--- src/design/tfp_pkg.sv ---
// ----------------------------------------------------------------------------
// tfp_pkg: shared types and constants of the timestamp field parser
// Byte item and result item types, character constants and status codes.
// ----------------------------------------------------------------------------
package tfp_pkg;

    localparam int IN_QUEUE_DEPTH  = 2;
    localparam int OUT_QUEUE_DEPTH = 2;

    localparam logic [1:0] ST_OK     = 2'd0;
    localparam logic [1:0] ST_FORMAT = 2'd1;
    localparam logic [1:0] ST_RANGE  = 2'd2;

    localparam logic [1:0] MODE_UTC  = 2'd0;
    localparam logic [1:0] MODE_ZONE = 2'd1;
    localparam logic [1:0] MODE_DATE = 2'd2;

    localparam logic [7:0] CH_SOH   = 8'h01;
    localparam logic [7:0] CH_ZERO  = 8'h30;
    localparam logic [7:0] CH_NINE  = 8'h39;
    localparam logic [7:0] CH_Z     = 8'h5A;
    localparam logic [7:0] CH_COLON = 8'h3A;
    localparam logic [7:0] CH_DASH  = 8'h2D;
    localparam logic [7:0] CH_DOT   = 8'h2E;
    localparam logic [7:0] CH_PLUS  = 8'h2B;

    localparam logic [5:0] MAX_MONTH    = 6'd12;
    localparam logic [5:0] MAX_DAY      = 6'd31;
    localparam logic [5:0] MAX_HOUR     = 6'd23;
    localparam logic [5:0] MAX_MINUTE   = 6'd59;
    localparam logic [5:0] MAX_SECOND   = 6'd60;
    localparam logic [5:0] MAX_OFS_HOUR = 6'd12;

    typedef struct packed {
        logic [7:0] ch;
        logic       is_soh;
        logic       is_digit;
        logic [3:0] dval;
    } byte_item_t;

    typedef struct packed {
        logic [1:0]         status;
        logic [13:0]        year;
        logic [3:0]         month;
        logic [4:0]         day;
        logic [4:0]         hour;
        logic [5:0]         minute;
        logic [5:0]         second;
        logic [9:0]         millisecond;
        logic signed [10:0] zone_offset;
    } result_t;

endpackage

--- src/design/timestamp_field_parser_core.sv ---
// ----------------------------------------------------------------------------
// timestamp_field_parser_core: byte-serial timestamp field parser
// Parses the ASCII bytes of one field value into date, time and zone fields.
// ----------------------------------------------------------------------------
// Usage:
//   Bytes enter on value_byte with push; a transfer happens when push is high
//   and full is low. The byte 0x01 ends a field and yields exactly one result;
//   other bytes yield none. Results leave through a queue: while empty is low
//   the oldest result is on the result ports, and pop takes it.
//   cfg_wr_en with cfg_wr_data selects the layout (0 timestamp with optional
//   milliseconds, 1 timestamp with zone, 2 dashed date); write it only while
//   no field is in flight.
//   Throughput is one byte per cycle while no end-of-field byte is held back
//   by a full result queue. A result appears once the end-of-field byte has
//   passed the byte queue and the parser has written it into the result queue.
//   When the receiver stalls, the result queue fills; the parser then holds
//   the end-of-field byte, the byte queue fills and full rises. Bytes that
//   produce no result keep flowing until an end-of-field byte is blocked.
//   Reset clears both queues, the parser state and the mode (to 0).
// ----------------------------------------------------------------------------
module timestamp_field_parser_core
    import tfp_pkg::*;
#(
    parameter int IN_DEPTH  = IN_QUEUE_DEPTH,
    parameter int OUT_DEPTH = OUT_QUEUE_DEPTH
) (
    input  logic               clk,
    input  logic               rst_n,
    input  logic               cfg_wr_en,
    input  logic [1:0]         cfg_wr_data,
    input  logic               push,
    input  logic [7:0]         value_byte,
    output logic               full,
    input  logic               pop,
    output logic               empty,
    output logic [1:0]         status,
    output logic [13:0]        year,
    output logic [3:0]         month,
    output logic [4:0]         day,
    output logic [4:0]         hour,
    output logic [5:0]         minute,
    output logic [5:0]         second,
    output logic [9:0]         millisecond,
    output logic signed [10:0] zone_offset
);

    logic       q_valid;
    logic       q_pop;
    byte_item_t q_item;
    logic       out_full;
    logic       res_push;
    result_t    res;
    result_t    res_head;

    tfp_front #(
        .DEPTH (IN_DEPTH)
    ) u_front (
        .clk        (clk),
        .rst_n      (rst_n),
        .push       (push),
        .value_byte (value_byte),
        .full       (full),
        .q_valid    (q_valid),
        .q_item     (q_item),
        .q_pop      (q_pop)
    );

    tfp_back u_back (
        .clk         (clk),
        .rst_n       (rst_n),
        .cfg_wr_en   (cfg_wr_en),
        .cfg_wr_data (cfg_wr_data),
        .q_valid     (q_valid),
        .q_item      (q_item),
        .q_pop       (q_pop),
        .out_full    (out_full),
        .res_push    (res_push),
        .res         (res)
    );

    tfp_fifo #(
        .WIDTH ($bits(result_t)),
        .DEPTH (OUT_DEPTH)
    ) u_out_queue (
        .clk   (clk),
        .rst_n (rst_n),
        .push  (res_push),
        .din   (res),
        .full  (out_full),
        .pop   (pop),
        .dout  (res_head),
        .empty (empty)
    );

    assign status      = res_head.status;
    assign year        = res_head.year;
    assign month       = res_head.month;
    assign day         = res_head.day;
    assign hour        = res_head.hour;
    assign minute      = res_head.minute;
    assign second      = res_head.second;
    assign millisecond = res_head.millisecond;
    assign zone_offset = res_head.zone_offset;

endmodule

--- src/design/tfp_fifo.sv ---
// ----------------------------------------------------------------------------
// tfp_fifo: small register queue
// First-in first-out queue of DEPTH entries with full and empty flags.
// ----------------------------------------------------------------------------
module tfp_fifo #(
    parameter int WIDTH = 8,
    parameter int DEPTH = 2
) (
    input  logic             clk,
    input  logic             rst_n,
    input  logic             push,
    input  logic [WIDTH-1:0] din,
    output logic             full,
    input  logic             pop,
    output logic [WIDTH-1:0] dout,
    output logic             empty
);

    localparam int PW = (DEPTH > 1) ? $clog2(DEPTH) : 1;
    localparam int CW = $clog2(DEPTH + 1);

    logic [WIDTH-1:0] mem_reg [DEPTH];
    logic [PW-1:0]    wr_ptr_reg;
    logic [PW-1:0]    wr_ptr_next;
    logic [PW-1:0]    rd_ptr_reg;
    logic [PW-1:0]    rd_ptr_next;
    logic [CW-1:0]    count_reg;
    logic [CW-1:0]    count_next;
    logic             do_push;
    logic             do_pop;

    assign full    = (count_reg == CW'(DEPTH));
    assign empty   = (count_reg == '0);
    assign do_push = push && !full;
    assign do_pop  = pop && !empty;
    assign dout    = mem_reg[rd_ptr_reg];

    always_comb
    begin
        wr_ptr_next = wr_ptr_reg;
        rd_ptr_next = rd_ptr_reg;
        count_next  = count_reg;
        if (do_push)
        begin
            wr_ptr_next = (wr_ptr_reg == PW'(DEPTH - 1)) ? '0 : wr_ptr_reg + 1'b1;
        end
        if (do_pop)
        begin
            rd_ptr_next = (rd_ptr_reg == PW'(DEPTH - 1)) ? '0 : rd_ptr_reg + 1'b1;
        end
        if (do_push && !do_pop)
        begin
            count_next = count_reg + 1'b1;
        end
        else if (do_pop && !do_push)
        begin
            count_next = count_reg - 1'b1;
        end
    end

    always_ff @(posedge clk or negedge rst_n)
    begin
        if (!rst_n)
        begin
            wr_ptr_reg <= '0;
            rd_ptr_reg <= '0;
            count_reg  <= '0;
        end
        else
        begin
            wr_ptr_reg <= wr_ptr_next;
            rd_ptr_reg <= rd_ptr_next;
            count_reg  <= count_next;
        end
    end

    always_ff @(posedge clk)
    begin
        if (do_push)
        begin
            mem_reg[wr_ptr_reg] <= din;
        end
    end

endmodule

--- src/design/tfp_front.sv ---
// ----------------------------------------------------------------------------
// tfp_front: byte intake and classification
// Classifies each incoming byte and holds it in a short queue for the parser.
// ----------------------------------------------------------------------------
module tfp_front
    import tfp_pkg::*;
#(
    parameter int DEPTH = IN_QUEUE_DEPTH
) (
    input  logic       clk,
    input  logic       rst_n,
    input  logic       push,
    input  logic [7:0] value_byte,
    output logic       full,
    output logic       q_valid,
    output byte_item_t q_item,
    input  logic       q_pop
);

    byte_item_t item;
    logic       q_empty;
    logic [7:0] dsub;

    assign dsub          = value_byte - CH_ZERO;
    assign item.ch       = value_byte;
    assign item.is_soh   = (value_byte == CH_SOH);
    assign item.is_digit = (value_byte >= CH_ZERO) && (value_byte <= CH_NINE);
    assign item.dval     = dsub[3:0];

    tfp_fifo #(
        .WIDTH ($bits(byte_item_t)),
        .DEPTH (DEPTH)
    ) u_queue (
        .clk   (clk),
        .rst_n (rst_n),
        .push  (push),
        .din   (item),
        .full  (full),
        .pop   (q_pop),
        .dout  (q_item),
        .empty (q_empty)
    );

    assign q_valid = !q_empty;

endmodule

--- src/design/tfp_back.sv ---
// ----------------------------------------------------------------------------
// tfp_back: positional parser
// Checks each byte against its position under the format mode, collects the
// fields and builds one result at the end-of-field byte.
// ----------------------------------------------------------------------------
module tfp_back
    import tfp_pkg::*;
(
    input  logic       clk,
    input  logic       rst_n,
    input  logic       cfg_wr_en,
    input  logic [1:0] cfg_wr_data,
    input  logic       q_valid,
    input  byte_item_t q_item,
    output logic       q_pop,
    input  logic       out_full,
    output logic       res_push,
    output result_t    res
);

    localparam logic [3:0] TGT_NONE  = 4'd0;
    localparam logic [3:0] TGT_YEAR  = 4'd1;
    localparam logic [3:0] TGT_MONTH = 4'd2;
    localparam logic [3:0] TGT_DAY   = 4'd3;
    localparam logic [3:0] TGT_HOUR  = 4'd4;
    localparam logic [3:0] TGT_MIN   = 4'd5;
    localparam logic [3:0] TGT_SEC   = 4'd6;
    localparam logic [3:0] TGT_MILLI = 4'd7;
    localparam logic [3:0] TGT_OFSH  = 4'd8;

    logic [1:0]  mode_reg;
    logic [4:0]  pos_reg,   pos_next;
    logic [1:0]  err_reg,   err_next;
    logic [13:0] acc_reg,   acc_next;
    logic [13:0] year_reg,  year_next;
    logic [3:0]  month_reg, month_next;
    logic [4:0]  day_reg,   day_next;
    logic [4:0]  hour_reg,  hour_next;
    logic [5:0]  minute_reg, minute_next;
    logic [5:0]  second_reg, second_next;
    logic [9:0]  milli_reg, milli_next;
    logic        neg_reg,   neg_next;
    logic [3:0]  ofsh_reg,  ofsh_next;

    logic        use_dig;
    logic        dig_first;
    logic        do_store;
    logic        do_check;
    logic [3:0]  tgt;
    logic [13:0] lo;
    logic [13:0] hi;
    logic        use_lit;
    logic [7:0]  lit;
    logic        use_sign;
    logic        bad;
    logic [4:0]  pos_v;
    logic [13:0] acc_mul;
    logic        at_end;
    logic [1:0]  st;
    logic [10:0] ofs_mag;
    logic [10:0] ofs_val;
    logic        take;
    logic        is_stamp;

    assign q_pop    = q_valid && (!q_item.is_soh || !out_full);
    assign take     = q_pop && !q_item.is_soh && (err_reg == ST_OK);
    assign res_push = q_pop && q_item.is_soh;
    assign is_stamp = (mode_reg == MODE_UTC) || (mode_reg == MODE_ZONE);

    // Position decode: what the byte at pos_reg must be.
    always_comb
    begin
        use_dig   = 1'b0;
        dig_first = 1'b0;
        do_store  = 1'b0;
        do_check  = 1'b0;
        tgt       = TGT_NONE;
        lo        = '0;
        hi        = '0;
        use_lit   = 1'b0;
        lit       = CH_DASH;
        use_sign  = 1'b0;
        bad       = 1'b0;
        if (is_stamp && pos_reg < 5'd17)
        begin
            priority if (pos_reg <= 5'd3)
            begin
                use_dig   = 1'b1;
                dig_first = (pos_reg == 5'd0);
                do_store  = (pos_reg == 5'd3);
                tgt       = TGT_YEAR;
            end
            else if (pos_reg <= 5'd5)
            begin
                use_dig   = 1'b1;
                dig_first = (pos_reg == 5'd4);
                do_store  = (pos_reg == 5'd5);
                do_check  = 1'b1;
                tgt       = TGT_MONTH;
                lo        = 14'd1;
                hi        = 14'(MAX_MONTH);
            end
            else if (pos_reg <= 5'd7)
            begin
                use_dig   = 1'b1;
                dig_first = (pos_reg == 5'd6);
                do_store  = (pos_reg == 5'd7);
                do_check  = 1'b1;
                tgt       = TGT_DAY;
                lo        = 14'd1;
                hi        = 14'(MAX_DAY);
            end
            else if (pos_reg == 5'd8)
            begin
                use_lit = 1'b1;
                lit     = CH_DASH;
            end
            else if (pos_reg <= 5'd10)
            begin
                use_dig   = 1'b1;
                dig_first = (pos_reg == 5'd9);
                do_store  = (pos_reg == 5'd10);
                do_check  = 1'b1;
                tgt       = TGT_HOUR;
                hi        = 14'(MAX_HOUR);
            end
            else if (pos_reg == 5'd11 || pos_reg == 5'd14)
            begin
                use_lit = 1'b1;
                lit     = CH_COLON;
            end
            else if (pos_reg <= 5'd13)
            begin
                use_dig   = 1'b1;
                dig_first = (pos_reg == 5'd12);
                do_store  = (pos_reg == 5'd13);
                do_check  = 1'b1;
                tgt       = TGT_MIN;
                hi        = 14'(MAX_MINUTE);
            end
            else
            begin
                use_dig   = 1'b1;
                dig_first = (pos_reg == 5'd15);
                do_store  = (pos_reg == 5'd16);
                do_check  = 1'b1;
                tgt       = TGT_SEC;
                hi        = 14'(MAX_SECOND);
            end
        end
        else if (mode_reg == MODE_UTC)
        begin
            priority if (pos_reg == 5'd17)
            begin
                use_lit = 1'b1;
                lit     = CH_DOT;
            end
            else if (pos_reg <= 5'd20)
            begin
                use_dig   = 1'b1;
                dig_first = (pos_reg == 5'd18);
                do_store  = (pos_reg == 5'd20);
                tgt       = TGT_MILLI;
            end
            else
            begin
                bad = 1'b1;
            end
        end
        else if (mode_reg == MODE_ZONE)
        begin
            priority if (pos_reg == 5'd17)
            begin
                use_sign = 1'b1;
            end
            else if (pos_reg <= 5'd19)
            begin
                use_dig   = 1'b1;
                dig_first = (pos_reg == 5'd18);
                do_store  = (pos_reg == 5'd19);
                do_check  = 1'b1;
                tgt       = TGT_OFSH;
                lo        = 14'd1;
                hi        = 14'(MAX_OFS_HOUR);
            end
            else if (pos_reg == 5'd20)
            begin
                use_lit = 1'b1;
                lit     = CH_COLON;
            end
            else if (pos_reg <= 5'd22)
            begin
                use_dig   = 1'b1;
                dig_first = (pos_reg == 5'd21);
                do_store  = (pos_reg == 5'd22);
                do_check  = 1'b1;
                tgt       = TGT_NONE;
                hi        = 14'(MAX_MINUTE);
            end
            else
            begin
                bad = 1'b1;
            end
        end
        else if (mode_reg == MODE_DATE)
        begin
            priority if (pos_reg <= 5'd3)
            begin
                use_dig   = 1'b1;
                dig_first = (pos_reg == 5'd0);
                do_store  = (pos_reg == 5'd3);
                tgt       = TGT_YEAR;
            end
            else if (pos_reg == 5'd4 || pos_reg == 5'd7)
            begin
                use_lit = 1'b1;
                lit     = CH_DASH;
            end
            else if (pos_reg <= 5'd6)
            begin
                use_dig   = 1'b1;
                dig_first = (pos_reg == 5'd5);
                do_store  = (pos_reg == 5'd6);
                do_check  = 1'b1;
                tgt       = TGT_MONTH;
                lo        = 14'd1;
                hi        = 14'(MAX_MONTH);
            end
            else if (pos_reg <= 5'd9)
            begin
                use_dig   = 1'b1;
                dig_first = (pos_reg == 5'd8);
                do_store  = (pos_reg == 5'd9);
                do_check  = 1'b1;
                tgt       = TGT_DAY;
                lo        = 14'd1;
                hi        = 14'(MAX_DAY);
            end
            else
            begin
                bad = 1'b1;
            end
        end
        else
        begin
            bad = 1'b1;
        end
    end

    assign acc_mul = 14'({acc_reg, 3'b000}) + 14'({acc_reg, 1'b0}) + 14'(q_item.dval);

    // Byte execution.
    always_comb
    begin
        pos_v       = pos_reg;
        pos_next    = pos_reg;
        err_next    = err_reg;
        acc_next    = acc_reg;
        year_next   = year_reg;
        month_next  = month_reg;
        day_next    = day_reg;
        hour_next   = hour_reg;
        minute_next = minute_reg;
        second_next = second_reg;
        milli_next  = milli_reg;
        neg_next    = neg_reg;
        ofsh_next   = ofsh_reg;
        if (take)
        begin
            if (bad)
            begin
                err_next = ST_FORMAT;
            end
            if (use_lit && q_item.ch != lit)
            begin
                err_next = ST_FORMAT;
            end
            if (use_sign)
            begin
                priority if (q_item.ch == CH_Z)
                begin
                    acc_next  = '0;
                    ofsh_next = '0;
                    pos_v     = 5'd22;
                end
                else if (q_item.ch == CH_PLUS)
                begin
                    neg_next = 1'b0;
                end
                else if (q_item.ch == CH_DASH)
                begin
                    neg_next = 1'b1;
                end
                else
                begin
                    err_next = ST_FORMAT;
                end
            end
            if (use_dig)
            begin
                if (!q_item.is_digit)
                begin
                    err_next = ST_FORMAT;
                end
                else
                begin
                    acc_next = dig_first ? 14'(q_item.dval) : acc_mul;
                    if (do_store)
                    begin
                        if (do_check && (acc_next < lo || acc_next > hi))
                        begin
                            err_next = ST_RANGE;
                        end
                        else
                        begin
                            unique case (tgt)
                                TGT_YEAR:  year_next   = acc_next;
                                TGT_MONTH: month_next  = acc_next[3:0];
                                TGT_DAY:   day_next    = acc_next[4:0];
                                TGT_HOUR:  hour_next   = acc_next[4:0];
                                TGT_MIN:   minute_next = acc_next[5:0];
                                TGT_SEC:   second_next = acc_next[5:0];
                                TGT_MILLI: milli_next  = acc_next[9:0];
                                TGT_OFSH:  ofsh_next   = acc_next[3:0];
                                default:   ;
                            endcase
                        end
                    end
                end
            end
            if (err_next == ST_OK)
            begin
                pos_next = pos_v + 5'd1;
            end
        end
        else if (res_push)
        begin
            pos_next    = '0;
            err_next    = ST_OK;
            acc_next    = '0;
            year_next   = '0;
            month_next  = '0;
            day_next    = '0;
            hour_next   = '0;
            minute_next = '0;
            second_next = '0;
            milli_next  = '0;
            neg_next    = 1'b0;
            ofsh_next   = '0;
        end
    end

    // Result assembly at the end-of-field byte.
    always_comb
    begin
        unique case (mode_reg)
            MODE_UTC:  at_end = (pos_reg == 5'd17) || (pos_reg == 5'd21);
            MODE_ZONE: at_end = (pos_reg == 5'd17) || (pos_reg == 5'd23);
            MODE_DATE: at_end = (pos_reg == 5'd10);
            default:   at_end = 1'b0;
        endcase
        st = err_reg;
        if (err_reg == ST_OK && !at_end)
        begin
            st = ST_FORMAT;
        end
        ofs_mag = 11'({ofsh_reg, 6'b000000}) - 11'({ofsh_reg, 2'b00}) + 11'(acc_reg[5:0]);
        ofs_val = '0;
        if (mode_reg == MODE_ZONE && pos_reg == 5'd23)
        begin
            ofs_val = neg_reg ? (11'd0 - ofs_mag) : ofs_mag;
        end
        res = '0;
        res.status = st;
        if (st == ST_OK)
        begin
            res.year        = year_reg;
            res.month       = month_reg;
            res.day         = day_reg;
            res.hour        = hour_reg;
            res.minute      = minute_reg;
            res.second      = second_reg;
            res.millisecond = milli_reg;
            res.zone_offset = ofs_val;
        end
    end

    always_ff @(posedge clk or negedge rst_n)
    begin
        if (!rst_n)
        begin
            mode_reg   <= MODE_UTC;
            pos_reg    <= '0;
            err_reg    <= ST_OK;
            acc_reg    <= '0;
            year_reg   <= '0;
            month_reg  <= '0;
            day_reg    <= '0;
            hour_reg   <= '0;
            minute_reg <= '0;
            second_reg <= '0;
            milli_reg  <= '0;
            neg_reg    <= 1'b0;
            ofsh_reg   <= '0;
        end
        else
        begin
            if (cfg_wr_en)
            begin
                mode_reg <= cfg_wr_data;
            end
            pos_reg    <= pos_next;
            err_reg    <= err_next;
            acc_reg    <= acc_next;
            year_reg   <= year_next;
            month_reg  <= month_next;
            day_reg    <= day_next;
            hour_reg   <= hour_next;
            minute_reg <= minute_next;
            second_reg <= second_next;
            milli_reg  <= milli_next;
            neg_reg    <= neg_next;
            ofsh_reg   <= ofsh_next;
        end
    end

    a_err_held: assert property (@(posedge clk) disable iff (!rst_n)
        (err_reg != ST_OK && !res_push) |=> (err_reg == $past(err_reg)))
        else $error("held error changed before end of field");

    a_clear_after_soh: assert property (@(posedge clk) disable iff (!rst_n)
        res_push |=> (pos_reg == 5'd0 && err_reg == ST_OK))
        else $error("parser state not cleared after end of field");

    a_no_overflow: assert property (@(posedge clk) disable iff (!rst_n)
        res_push |-> !out_full)
        else $error("result pushed into a full queue");

    a_pos_bound: assert property (@(posedge clk) disable iff (!rst_n)
        pos_reg <= 5'd23)
        else $error("character position out of range");

    a_err_stops_pos: assert property (@(posedge clk) disable iff (!rst_n)
        (err_reg != ST_OK && !res_push) |=> $stable(pos_reg))
        else $error("position advanced while an error is held");

endmodule
--- config.mk ---
export PLATFORM = sky130hd
export DESIGN_NAME = timestamp_field_parser_core
export DESIGN_NICKNAME = d
export VERILOG_FILES = /design/src/design/tfp_pkg.sv /design/src/design/timestamp_field_parser_core.sv /design/src/design/tfp_fifo.sv /design/src/design/tfp_front.sv /design/src/design/tfp_back.sv
export SDC_FILE = /design/constraint.sdc
export NUM_CORES = 1
export LEC_CHECK = 0
export ABC_AREA = 1
export BUFFER_PORTS_ARGS = -buffer_cell sky130_fd_sc_hd__buf_2
export CORE_ASPECT_RATIO = 2
export CORE_MARGIN = 5
export CORE_UTILIZATION = 42
export CTS_CLUSTER_SIZE = 28
export DETAILED_ROUTE_END_ITERATION = 8
export SETUP_SLACK_MARGIN = 0.2
export SYNTH_ARGS = -nofsm -noshare
export SYNTH_HDL_FRONTEND = slang
export SYNTH_SLANG_ARGS = --single-unit
--- constraint.sdc ---
create_clock -name clk -period 6.52 [get_ports clk]
set_input_delay 1.304 -clock clk [delete_from_list [all_inputs] [get_ports clk]]
set_output_delay 1.304 -clock clk [all_outputs]
set_load 0.01 [all_outputs]
# ---- Word-level counts from Yosys, hierarchy flattened
# Memory sizes are Yosys's and may differ from the RTL's.
# Index checks and enable logic that the tools add are counted.
dict set report classes {
  muxes 267
  magnitude_cmp 15
  add_sub_neg 15
  reduce_logical 54
  n_eq_ne 53
}
# op n
set ops {}
lappend ops {{14-bit 2-to-1 mux} 39}
lappend ops {{4-bit 2-to-1 mux} 31}
lappend ops {{1-bit 2-to-1 mux} 118}
lappend ops {{5-bit 2-to-1 mux} 21}
lappend ops {{6-bit 2-to-1 mux} 14}
lappend ops {{8-bit 2-to-1 mux} 10}
lappend ops {{10-bit 2-to-1 mux} 7}
lappend ops {{61-bit 2-to-1 mux} 1}
lappend ops {{2-bit 2-to-1 mux} 21}
lappend ops {{6-bit AND reduction} 7}
lappend ops {{5-bit by 4-bit equality test with 1-bit output, second input constant} 8}
lappend ops {{5-bit equality test, second input constant} 8}
lappend ops {{11-bit 2-to-1 mux} 2}
lappend ops {{5-bit by 3-bit equality test with 1-bit output, second input constant} 4}
lappend ops {{2-bit != test, second input constant} 10}
lappend ops {{1-bit logical AND} 18}
lappend ops {{4-bit by 3-bit equality test with 1-bit output, second input constant} 4}
lappend ops {{8-bit by 6-bit equality test with 1-bit output, second input constant} 2}
lappend ops {{5-bit by 3-bit <= comparator with 1-bit output, second input constant} 3}
lappend ops {{5-bit by 4-bit <= comparator with 1-bit output, second input constant} 3}
lappend ops {{5-bit <= comparator, second input constant} 3}
lappend ops {{14-bit adder} 1}
lappend ops {{14-bit by 4-bit adder with 14-bit output} 1}
lappend ops {{14-bit greater-than comparator} 1}
lappend ops {{33 further kinds} 67}
dict set report word_totals {
  ff_bits 86
  mem_count 2
  out_inout_bits 65
  ramBits 154
  wordCells 425
  in_bits 15
}
# name words width read_ports rd_ports_with_merged_regs write_ports line_no
set memory_table {}
lappend memory_table {u_out_queue.mem_reg 2 63 1 0 1 tfp_fifo.sv:22} ;# logic [WIDTH-1:0] mem_reg [DEPTH];
lappend memory_table {u_front.u_queue.mem_reg 2 14 1 0 1 tfp_fifo.sv:22}

# ---- Depth between registers and ports, before layout
dict set report logic_depth {
  depth_word 24
  ltp_mapped 28
}

# ---- Cells and area by module
# From an unflattened synthesis, not the netlist that was laid out.
dict set report unflattened {
  hier_cells 1442
  hier_area_um2 12456.9
}
# module seq_area_each_um2 area_per_inst_um2 n_inst cells_per_inst
set by_module_without_submodules {}
lappend by_module_without_submodules {tfp_back 1926.8 6307.3 1 962}
lappend by_module_without_submodules {{tfp_fifo at u_out_queue} 3883.7 4832.1 1 360}
lappend by_module_without_submodules {{tfp_fifo at u_front.u_queue} 940.9 1256.2 1 105}
lappend by_module_without_submodules {tfp_front 0.0 61.3 1 15}

# ---- Worst setup path before layout
# No wires, ideal clock.
dict set report synth_timing {
  path_type {reg2reg}
  start {reg u_front.u_queue.rd_ptr_reg}
  end {mem u_out_queue.mem_reg[1][0] in the netlist's numbering, enable pin}
  stages_incl_launch_ff 9
  setup_slack_ns 1.912
  synth_period_minus_slack_ns 4.608
  arrival_ns 4.122
  path_buffers 1
  setup_time_ns 0.486
  required_ns 6.034
  path_cell_list {dfrtp_1 -> clkbuf_1 -> nand2_1 -> nand2_1 -> a31oi_1 -> inv_1 -> nor2_1 -> clkinv_1 -> nor2_1}
}
dict set report synth_between {
  elab_chain_cells 8
}
# element line_no
set synth_lines {}
lappend synth_lines {{start, declared} tfp_fifo.sv:25} ;# logic [PW-1:0] rd_ptr_reg;
lappend synth_lines {{start signal, assigned} tfp_fifo.sv:72} ;# rd_ptr_reg <= rd_ptr_next;
lappend synth_lines {{memory read 2 x 14 bit *} n/a}
lappend synth_lines {{1-bit zero test} tfp_back.sv:65} ;# assign q_pop = q_valid && (!q_item.is_soh || !out_full);
lappend synth_lines {{1-bit logical OR} tfp_back.sv:65}
lappend synth_lines {{1-bit logical AND} tfp_back.sv:65}
lappend synth_lines {{1-bit logical AND *} tfp_back.sv:67} ;# assign res_push = q_pop && q_item.is_soh;
lappend synth_lines {{1-bit logical AND *} tfp_fifo.sv:34} ;# assign do_push = push && !full;
lappend synth_lines {{named net u_out_queue.do_push} tfp_fifo.sv:29} ;# logic do_push;
lappend synth_lines {{1-bit 2-to-1 mux *} tfp_fifo.sv:79} ;# if (do_push)
lappend synth_lines {{1-bit 2-to-1 mux (not written as such) *} tfp_fifo.sv:81} ;# mem_reg[wr_ptr_reg] <= din;
lappend synth_lines {{end, declared} tfp_fifo.sv:22}
# Mark *: on every way through the listed nets, which the timed path passes. The rest lies on a longest branch.

# ---- Worst setup path after layout
dict set report layout_timing {
  start {reg u_front.u_queue.rd_ptr_reg}
  end {reg u_back.milli_reg[3]}
}
dict set report layout_between {
  elab_chain_cells 9
  word_cells_on_any_way 26
  cone_classes {1 x add/sub; 2 x order compare; 5 x eq/ne; 7 x mux; 10 x reduce/logical; 1 x memory}
}
# element line_no
set layout_lines {}
lappend layout_lines {{memory read 2 x 14 bit *} n/a}
lappend layout_lines {{parallel branches: the longest is 8 deep, another holds 14-bit by 4-bit adder with 14-bit output} n/a}
lappend layout_lines {{end signal, assigned} tfp_back.sv:421} ;# milli_reg <= milli_next;
lappend layout_lines {{end, declared} tfp_back.sv:41} ;# logic [9:0] milli_reg, milli_next;
# Mark *: on every way between the ends. The select of a mux whose other input is x is not followed.
# A chain may end at the register's enable or synchronous reset.

==> flow_summary.rst <==
.. list-table::
   :header-rows: 1

   * - Metric
     - Value
   * - Total routed wirelength
     - between 30,000 and 40,000 um
   * - Nets@finish
     - 1,465
   * - Std cell rows
     - 87
   * - Source-to-sink clock delay at the later pin of the worst-skew pair
     - 0.52 ns
   * - Top fanout value on the critical path
     - 20
   * - Cells after DPL
     - roughly 1,700
   * - Number of input and output port buffers inserted
     - 79
   * - Gates resized, CTS repair
     - 0
   * - Worst stage delay on the critical path
     - 0.65 ns
   * - CTS H-tree depth
     - 1
   * - Via count of the first global-routing pass
     - 9,243
   * - Metal-1 WL
     - 10,400 um
   * - Post-cts hold buffer count
     - 0
   * - Classification of the worst setup path
     - register to register
   * - Highest ir drop seen on vdd
     - 0.000228 V
   * - Period utilisation layout
     - 78.4%
   * - Vias per Instance
     - 5.16
   * - Unique masters post-synth
     - 51
   * - Detail-routed net length per standard cell
     - 17.1 um
   * - Kind of launch point of the worst setup path
     - register
   * - Measured slew at the worst slew-check pin
     - around 1.2 ns
   * - Synthesized netlist net count
     - 1,397
   * - Psw
     - 0.00274 W
   * - Cell class contributing the biggest share of worst-path delay
     - compound AO/OA/AOI/OAI gates
   * - Post-route core utilization
     - between 40% and 50%
   * - Clock sink total
     - 231
   * - Initial core utilization
     - between 40% and 50%
   * - Max reg flops
     - 126
   * - Arrival time at the worst endpoint
     - approximately 5.5 ns
   * - Share of total power in sequential cells
     - 35.5%
   * - Proportion of power drawn by the clock network
     - 20.5%
   * - Area of the core
     - 28,100 um2
   * - Max-Slew Margin vs Limit
     - 16.9%
   * - Die outline width
     - between 100 and 150 um
   * - Vias post-DR
     - 9,203
   * - Wire length of the first global-routing pass
     - 48,200 um
   * - Total standard cell area after synthesis
     - 11,900 um2
   * - TritonCTS clock tree
     - done
   * - Length of the first detailed-routing pass in iterations
     - 6
   * - CP required
     - 6.93 ns
   * - Buffers plus inverters on the worst setup path
     - 5
   * - Crit-path most repeated cell
     - sky130_fd_sc_hd__inv_1
   * - Final-report setup violation count
     - 0
   * - Root Driver
     - sky130_fd_sc_hd__clkbuf_16
   * - Die span in y
     - 248 um
   * - Total GRT Usage
     - 19.3%
   * - Aggregate global routing overflow
     - 0
   * - Reported max-cap violation count
     - 0
   * - Tightest Hold Check Type
     - register to register
   * - Leakage power
     - 5.88 nW
   * - IO Pins
     - 80
   * - Number of antenna violations at the first check in global routing
     - 0
   * - Buffer levels on the longest clock path
     - 3
   * - Clock slew at reported path FFs
     - ~0.070 ns
   * - Worst path cell trace
     - inv_1 -> or2_2 -> o21ai_0 -> inv_1 -> fa_1 -> ha_1 -> inv_1 -> o31ai_1 -> xor2_1 -> nand3b_1 -> inv_1 -> ha_1 -> nand4_1 -> nor3_1 -> nor2_1 -> nand2_1 -> nand3_1 -> nand3_2 -> inv_4 -> o21ai_1 -> nand2_1 -> o21ai_1
   * - Cells after synthesis
     - 1,345
   * - Area growth from synthesis to final layout
     - 12.2%
   * - Switching Share
     - 42.9%
   * - Slowest stage cell on the critical path
     - sky130_fd_sc_hd__o21ai_1
   * - Post-synthesis register bit count
     - 231
   * - Met3 wire length
     - 979 um
   * - Overall power
     - 0.00639 W
   * - Filler Cell Count
     - 2,752
   * - Final Non-Filler Cells
     - 1,783
   * - Max Used Layer
     - met4
   * - Largest net degree at the start of global routing
     - 65
   * - Total DRC errors in the routed layout
     - 0
   * - Worst clock skew on the final layout
     - 0.0307 ns
   * - Final hold vios
     - 0
   * - Outcome
     - finished, final reports clean
   * - Combinational group share of total power
     - 44.0%
   * - Clock buffer count from CTS
     - 21
   * - Minimum hold slack
     - 0.483 ns
   * - Capturing element type of the critical path
     - register
   * - Cell-internal power
     - around 0.0036 W
   * - Leading cell type in the layout, fill and taps excluded
     - sky130_fd_sc_hd__nand2_1
   * - Placer's final routability congestion estimate
     - 0.928
   * - Die area
     - 32,000 um2
   * - Number of post-CTS setup repair buffers
     - 0
   * - Pwr dens
     - 479 nW/um2
   * - Layout cell share with drive strength beyond 1
     - 12.0%
   * - Yosys Warn Count
     - 0
   * - Share of the yosys chip area belonging to registers
     - between 50% and 60%
   * - Setup TNS
     - 0 ns
   * - Diode count
     - 0
   * - Number of violations reported at the end of detailed-routing iteration 0
     - 615
   * - Most used cells in the layout excluding fill and tap cells
     - 402 x sky130_fd_sc_hd__nand2_1, 153 x sky130_fd_sc_hd__inv_1, 146 x sky130_fd_sc_hd__edfxtp_1
   * - Number of max-slew violations in the final report
     - 0
   * - Setup repair after global routing missed its margin
     - no
   * - Post-DP HPWL
     - ~23,000 um
   * - Met2 wirelength from detailed routing
     - between 15,000 and 20,000 um
   * - Highest attainable clock frequency
     - 196 MHz
   * - Mean Syn Cell Area
     - 8.84 um2
   * - Post-DRT Antenna Nets
     - 0
   * - Final critical path time including I/O delays and setup
     - 5.11 ns
==> stage by stage <==
stage / setup slack, ns / instance area, um2
2_1_floorplan: 1.91 / 11900
3_3_place_gp: 1.74 / 12600
3_5_place_dp: 1.47 / 12600
4_1_cts: 1.41 / 13300
5_1_grt: 0.962 / 13300
6_report: 1.41 / 13300
==> final timing paths <==
kind / from / end / slack, ns / cells after the start
min in group asynchronous: rst_n / u_front.u_queue.wr_ptr_reg / 0.75 / 1
setup reg to reg: u_front.u_queue.rd_ptr_reg / u_back.milli_reg[3] / 1.41 / 22
hold reg to reg: u_back.year_reg[8] / u_back.year_reg[8] / 0.48 / 2
setup / recovery: u_front.u_queue.rd_ptr_reg / u_back.milli_reg[3] / 1.41 / 22
max in group asynchronous: rst_n / u_back.mode_reg[1] / 4.68 / 2
hold / removal: u_back.year_reg[8] / u_back.year_reg[8] / 0.48 / 2
==> worst reg2reg max path, stage by stage, from the launching register on <==
cell and delay (ns):
sky130_fd_sc_hd__dfrtp_1 0.60, sky130_fd_sc_hd__inv_1 0.16, sky130_fd_sc_hd__or2_2 0.29, sky130_fd_sc_hd__o21ai_0 0.19, sky130_fd_sc_hd__inv_1 0.14, sky130_fd_sc_hd__fa_1 0.40
sky130_fd_sc_hd__ha_1 0.33, sky130_fd_sc_hd__inv_1 0.10, sky130_fd_sc_hd__o31ai_1 0.45, sky130_fd_sc_hd__xor2_1 0.20, sky130_fd_sc_hd__nand3b_1 0.15, sky130_fd_sc_hd__inv_1 0.08
sky130_fd_sc_hd__ha_1 0.32, sky130_fd_sc_hd__nand4_1 0.12, sky130_fd_sc_hd__nor3_1 0.15, sky130_fd_sc_hd__nor2_1 0.06, sky130_fd_sc_hd__nand2_1 0.10, sky130_fd_sc_hd__nand3_1 0.09
sky130_fd_sc_hd__nand3_2 0.10, sky130_fd_sc_hd__inv_4 0.06, sky130_fd_sc_hd__o21ai_1 0.65, sky130_fd_sc_hd__nand2_1 0.13, sky130_fd_sc_hd__o21ai_1 0.12
==> metal layers <==
layer	vias up	track usage (%)
met5	-	0
met4	0	11.7
met3	103	1.94
met2	210	37.7
met1	4342	18.9
li1	4548	-
==> power by group through the flow <==
stage	Combinational [W]	Clock, W	Sequential, W
after floorplan	0.00201	0	0.00223
after global placement	0.00284	0	0.00229
after detailed placement	0.00286	0	0.00230
after CTS	0.00288	0.00135	0.00227
after global routing	0.00319	0.00140	0.00231
final	0.00281	0.00131	0.00227
==> Yosys cell counts (all sizes together) <==
library cell | count | area [um2]
a21oi | 36 | 191
nor4 | 4 | 31.3
a32oi | 1 | 8.76
a31o | 1 | 8.76
clkbuf | 23 | 86.3
nand3 | 50 | 260
buf | 18 | 113
o2111ai | 1 | 8.76
o211ai | 18 | 135
xor2 | 20 | 175
nand3b | 3 | 22.5
o21bai | 1 | 7.51
inv | 160 | 603
a31oi | 6 | 37.5
ha | 35 | 438
o21a | 1 | 7.51
and3 | 1 | 6.26
o21ai | 117 | 649
o22ai | 4 | 25.0
dfrtp | 85 | 2130
o221ai | 3 | 26.3
mux2i | 4 | 40.0
a41oi | 2 | 17.5
nor3 | 16 | 80.1
edfxtp | 146 | 4380
a211oi | 3 | 22.5
or3 | 1 | 6.26
clkinv | 4 | 15.0
fa | 2 | 40.0
nand4 | 6 | 43.8
xnor2 | 5 | 43.8
or2 | 6 | 37.5
nor3b | 1 | 7.51
nand2 | 407 | 1560
o31ai | 3 | 22.5
nor2 | 151 | 599
==> area by class of cell <==
class	instances	area (um2)	share of cell area, %
clock buffer	30	633	4.75
clock inverter	7	100	0.751
inverter	164	618	4.64
multi-input combinational	909	4570	34.3
sequential	231	6510	48.9
tap	356	445	3.34
timing repair buffer	86	450	3.38
==> logic make-up (layout without fill, tap and decap cells) <==
| group | after synthesis | after routing | share of synthesized area, % |
|---|---|---|---|
| buffers and inverters | 205 | 287 | 6.88 |
| AND/OR/NAND/NOR | 646 | 646 | 22.3 |
| XOR/XNOR | 25 | 25 | 1.84 |
| multiplexers | 4 | 4 | 0.337 |
| flip-flops | 231 | 231 | 54.8 |
| adder cells (fa/ha/maj) | 37 | 37 | 4.02 |
| AO/OA/AOI/OAI | 197 | 197 | 9.83 |
Power figures use the tool's default switching activity.
